<file path="config.mk">
export PLATFORM = sky130hd
export DESIGN_NAME = tdpt_controller
export DESIGN_NICKNAME = d
export VERILOG_FILES = /design/src/rtl/core/tdpt_pkg.sv /design/src/rtl/core/tdpt_controller.sv
export SDC_FILE = /design/constraint.sdc
export NUM_CORES = 1
export LEC_CHECK = 0
export ABC_CLOCK_PERIOD_IN_PS = 1600
export BUFFER_PORTS_ARGS = -buffer_cell sky130_fd_sc_hd__buf_2
export CORE_AREA = 2 2 39 41
export DETAILED_ROUTE_END_ITERATION = 10
export DIE_AREA = 0 0 41 43
export SLEW_MARGIN = 10
export SYNTH_ARGS = -nofsm -noshare
export SYNTH_HDL_FRONTEND = slang
export SYNTH_SLANG_ARGS = --single-unit
</file>
<file path="constraint.sdc">
create_clock -name aclk -period 1.6 [get_ports aclk]
set_clock_uncertainty 0.1 [all_clocks]
set_input_delay 0.16 -clock aclk [delete_from_list [all_inputs] [get_ports aclk]]
set_output_delay 0.16 -clock aclk [all_outputs]
set_load 0.05 [all_outputs]
</file>
<file path="src/rtl/core/tdpt_pkg.sv">
// ----------------------------------------------------------------------------
// tdpt_pkg
// Shared types and constants of the trial division prime test: controller
// states and the command and status groups between controller and datapath.
// ----------------------------------------------------------------------------
package tdpt_pkg;

    localparam int VALUE_BITS_DEF = 64;
    localparam int CAND_BITS      = 64;

    typedef enum logic [2:0] {
        ST_IDLE,
        ST_START,
        ST_SQRT,
        ST_CHECK,
        ST_DIV,
        ST_TEST,
        ST_FINISH
    } state_t;

    typedef struct packed {
        logic load;
        logic sqrt_step;
        logic scan_init;
        logic div_init;
        logic div_step;
        logic next_d;
    } cmd_t;

    typedef struct packed {
        logic neg;
        logic lt2;
        logic two;
        logic even;
        logic sqrt_last;
        logic div_last;
        logic d_gt_root;
        logic rem_zero;
    } sts_t;

endpackage

</file>
<file path="src/rtl/core/tdpt_controller.sv">
// ----------------------------------------------------------------------------
// tdpt_controller
// Sequencer of the prime test: screens trivial values, runs the square root,
// steps odd divisors up to the root and holds the verdict in the result
// register until it is taken.
// ----------------------------------------------------------------------------
module tdpt_controller
    import tdpt_pkg::*;
(
    input  logic aclk,
    input  logic aresetn,
    input  logic s_valid,
    output logic s_ready,
    output logic m_valid,
    input  logic m_ready,
    output logic is_prime,
    output cmd_t cmd,
    input  sts_t sts
);

    state_t state_reg, state_next;
    logic   verdict_reg, verdict_next;
    logic   m_valid_reg, m_valid_next;
    logic   is_prime_reg;
    logic   push;
    logic   slot_free;

    assign slot_free = !m_valid_reg || m_ready;

    always_comb begin
        state_next = state_reg;
        case (state_reg)
            ST_IDLE: begin
                if (s_valid) begin
                    state_next = ST_START;
                end
            end
            ST_START: begin
                if (sts.neg || sts.lt2 || sts.even) begin
                    state_next = ST_FINISH;
                end else begin
                    state_next = ST_SQRT;
                end
            end
            ST_SQRT: begin
                if (sts.sqrt_last) begin
                    state_next = ST_CHECK;
                end
            end
            ST_CHECK: begin
                if (sts.d_gt_root) begin
                    state_next = ST_FINISH;
                end else begin
                    state_next = ST_DIV;
                end
            end
            ST_DIV: begin
                if (sts.div_last) begin
                    state_next = ST_TEST;
                end
            end
            ST_TEST: begin
                if (sts.rem_zero) begin
                    state_next = ST_FINISH;
                end else begin
                    state_next = ST_CHECK;
                end
            end
            ST_FINISH: begin
                if (slot_free) begin
                    state_next = ST_IDLE;
                end
            end
            default: state_next = ST_IDLE;
        endcase
    end

    always_comb begin
        cmd          = '0;
        s_ready      = 1'b0;
        push         = 1'b0;
        verdict_next = verdict_reg;
        case (state_reg)
            ST_IDLE: begin
                s_ready  = 1'b1;
                cmd.load = s_valid;
            end
            ST_START: begin
                verdict_next = sts.two;
            end
            ST_SQRT: begin
                cmd.sqrt_step = 1'b1;
                cmd.scan_init = sts.sqrt_last;
            end
            ST_CHECK: begin
                if (sts.d_gt_root) begin
                    verdict_next = 1'b1;
                end else begin
                    cmd.div_init = 1'b1;
                end
            end
            ST_DIV: begin
                cmd.div_step = 1'b1;
            end
            ST_TEST: begin
                if (sts.rem_zero) begin
                    verdict_next = 1'b0;
                end else begin
                    cmd.next_d = 1'b1;
                end
            end
            ST_FINISH: begin
                push = slot_free;
            end
            default: begin
                cmd = '0;
            end
        endcase
    end

    always_comb begin
        if (push) begin
            m_valid_next = 1'b1;
        end else if (m_ready) begin
            m_valid_next = 1'b0;
        end else begin
            m_valid_next = m_valid_reg;
        end
    end

    always_ff @(posedge aclk) begin
        if (!aresetn) begin
            state_reg   <= ST_IDLE;
            m_valid_reg <= 1'b0;
        end else begin
            state_reg   <= state_next;
            m_valid_reg <= m_valid_next;
        end
        verdict_reg <= verdict_next;
        if (push) begin
            is_prime_reg <= verdict_reg;
        end
    end

    assign m_valid  = m_valid_reg;
    assign is_prime = is_prime_reg;

    a_accept_starts: assert property (@(posedge aclk) disable iff (!aresetn)
        s_valid && s_ready |=> state_reg == ST_START)
        else $error("accepted item did not start screening");

    a_div_to_test: assert property (@(posedge aclk) disable iff (!aresetn)
        state_reg == ST_DIV && sts.div_last |=> state_reg == ST_TEST)
        else $error("remainder pass did not end in test");

    a_push_result: assert property (@(posedge aclk) disable iff (!aresetn)
        state_reg == ST_FINISH && slot_free
        |=> m_valid_reg && is_prime_reg == $past(verdict_reg))
        else $error("verdict not moved to result register");

    a_two_prime: assert property (@(posedge aclk) disable iff (!aresetn)
        state_reg == ST_START && sts.two |=> verdict_reg && state_reg == ST_FINISH)
        else $error("two not reported prime");

endmodule

</file>
==> impl_metrics.py <==
metrics = {
    "run_status": {
        "status": "finished clean",
    },
    "min_path": {
        "hp-class": "input port to register",
    },
    "clock_network": {
        "ctsHoldBuffers": 0,
        "cts_buffers": 3,
        "clock_sinks": 6,
        "ctsHtreeMaxLevel": 1,
        "clock_latency_ns": 0.24,
        "cts.clk_slew.worst_paths_ns": 0.05,
        "cts_buffer_depth": 2,
        "cts-root-buf": "clkbuf_4",
        "cts_tree": "built",
    },
    "critical_path": {
        "worst_setup_path_start_kind": "register",
        "critPathSlowestCell": "dfxtp_2",
        "arrival_ns": 1.26,
        "cp_max_fo": 8,
        "cp-end-kind": "output port",
        "slowest_delay_ns": 0.40,
        "crit_required_ns": 1.34,
        "worstPathCellList": "inv_2 -> nor4_2 -> buf_4",
        "crit_family": "flip-flops",
        "crit_buf_inv": 2,
        "path_class": "register to output port",
    },
    "drt": {
        "dr_total_vias": 435,
        "routed_wl_um": 911,
        "wl_per_cell_um": 10.2,
        "drtPass1Iterations": 4,
        "post-route-drc-count": 0,
        "via_per_inst": 4.89,
        "drt_iter0_drc": 2,
        "ant_nets": 0,
    },
    "final_layout": {
        "fin_area_um2": 583,
        "post-route-util": 0.421,
        "area_growth_syn_to_layout_pct": 50.3,
        "fin_nets": 86,
        "fill_cells": 151,
        "diodes": 0,
        "drive_gt1_frac": 0.452,
        "seqCellArea_um2": 143,
        "multi_input_area_um2": 245,
        "largest_reg_flops": 3,
    },
    "logic_synthesis": {
        "synth_nets": 62,
        "ys_seq_area_frac": 0.361,
        "netlist_instances": 50,
        "yosys-top-cells-area": "dfxtp_1 (21%), edfxtp_1 (15%), nand2b_1 (8.1%)",
        "yosysTopAreaCellShare": 0.206,
        "synthFlopType": "dfxtp_1",
        "ys_seq_elements": 6,
        "synthArstFlopShare": 0,
        "synth_edf_count": 2,
        "yosys_warnings": 0,
        "avgSynthCellArea_um2": 7.76,
        "yosysTopAreaCell": "dfxtp_1",
        "netlist_top_cells_count": "a21oi_1 (5), nand2b_1 (5), nor2_1 (5), dfxtp_1 (4)",
        "synth_cell_types": 25,
        "syn_area_um2": 388,
    },
    "die": {
        "die_area_um2": 1760,
        "die_h_um": 43,
        "rows": 14,
        "ioPinCount": 21,
        "start_util": 0.280,
        "die_x_um": 41,
        "coreArea_um2": 1380,
    },
    "flow_run": {
        "cap_viol_max_count": 0,
    },
    "timing": {
        "finalHoldViolCount": 0,
        "hold_slack_ns": 0.0846,
        "drv_slew": 0,
        "fmax_mhz": 658,
        "rsz0062_at_grt": "yes",
        "setup_viol": 0,
        "fin_crit_sh": 0.949,
        "tightest_slew_ns": 0.250,
        "min_period_ns": 1.52,
        "slew_headroom": 0.835,
    },
    "power": {
        "cellPowerDensity_nw_per_um2": 1550,
        "leakage_nw": 0.262,
        "irDropWorstVdd_mv": 0.565,
    },
    "global_routing": {
        "grt_start_max_net_pins": 20,
        "grt-ovfl-total": 0,
        "antenna_found_initial": 0,
        "grt_pass1_wl_um": 1440,
        "grt_pass1_vias": 361,
        "grtUsageTotal": 0.118,
    },
    "placement": {
        "place_area_um2": 544,
        "numPortBuffers": 20,
        "gp_congestion": 0.733,
        "place_hpwl_um": 757,
    },
}
-- what timing repair did --
action                                 CTS  global route
gates resized for setup                  4             2
endpoints found under the hold margin    0             0
setup endpoints to repair                3             2
setup buffers                            0             0
-- layer usage --
layer | vias up | track usage | routed length (um)
met3 | 0 | 0.0314 | 63
met1 | 194 | 0.153 | 412
met4 | 0 | 0.0600 | 0
met5 | - | 0 | 0
met2 | 14 | 0.172 | 435
li1 | 227 | - | -
-- through the flow --
step	power (mW)	TNS, ns	worst slack [ns]	cells
6_report	0.904	0	0.0811	89
5_1_grt	0.967	-0.00882	-0.00882	89
4_1_cts	0.909	0	0.0544	89
3_5_place_dp	0.750	0	0.143	85
3_3_place_gp	0.746	0	0.169	85
2_1_floorplan	0.615	-1.06	-0.366	50
-- where the power goes --
part           switching [mW]  internal (mW)
sequential             0.0447          0.201
clock                  0.0552         0.0945
combinational           0.326          0.183
-- cells in the final DEF, fill, tap and decap left out, drive strengths merged --
cell,count
nor2b,2
nand4,1
o211a,1
buf,20
a21oi,5
nor2,5
nand3,2
a221oi,1
or4,1
clkbuf,6
inv,3
and2b,1
o21ai,2
nor4,2
a2bb2oi,1
dfxtp,4
and2,2
nand2,2
nor3,2
o2111ai,1
o21a,1
nand2b,5
edfxtp,2
nor4b,1
-- cell families (layout without fill, tap and decap cells) --
family,Yosys count,after routing,share of synthesized area
buffers and inverters,6,29,0.0613
AND/OR/NAND/NOR,26,26,0.374
flip-flops,6,6,0.361
AO/OA/AOI/OAI,12,12,0.203
-- worst paths after layout --
check / startpoint / endpoint / slack [ns] / depth (start not counted)
worst max-delay path: state_reg[0] / cmd[2] / 0.08 / 3
worst min-delay path: aresetn / state_reg[1] / 0.08 / 2
worst max register to register: state_reg[0] / state_reg[2] / 0.34 / 3
worst min register to register: verdict_reg / is_prime / 0.32 / 0
-- worst register-to-register path, cell delays in order, from the launching register on --
cell     delay, ns
dfxtp_2       0.40
inv_2         0.10
or4_1         0.52
nand3_1       0.09
-- layout make-up --
| cell class | instances | share of cell area |
|---|---|---|
| Timing Repair Buffer | 22 | 0.236 |
| Tap cell | 16 | 0.0343 |
| Inverter | 3 | 0.0193 |
| Multi-Input combinational cell | 38 | 0.421 |
| Clock buffer | 4 | 0.0451 |
| Sequential cell | 6 | 0.245 |
Power figures use the tool's default switching activity.
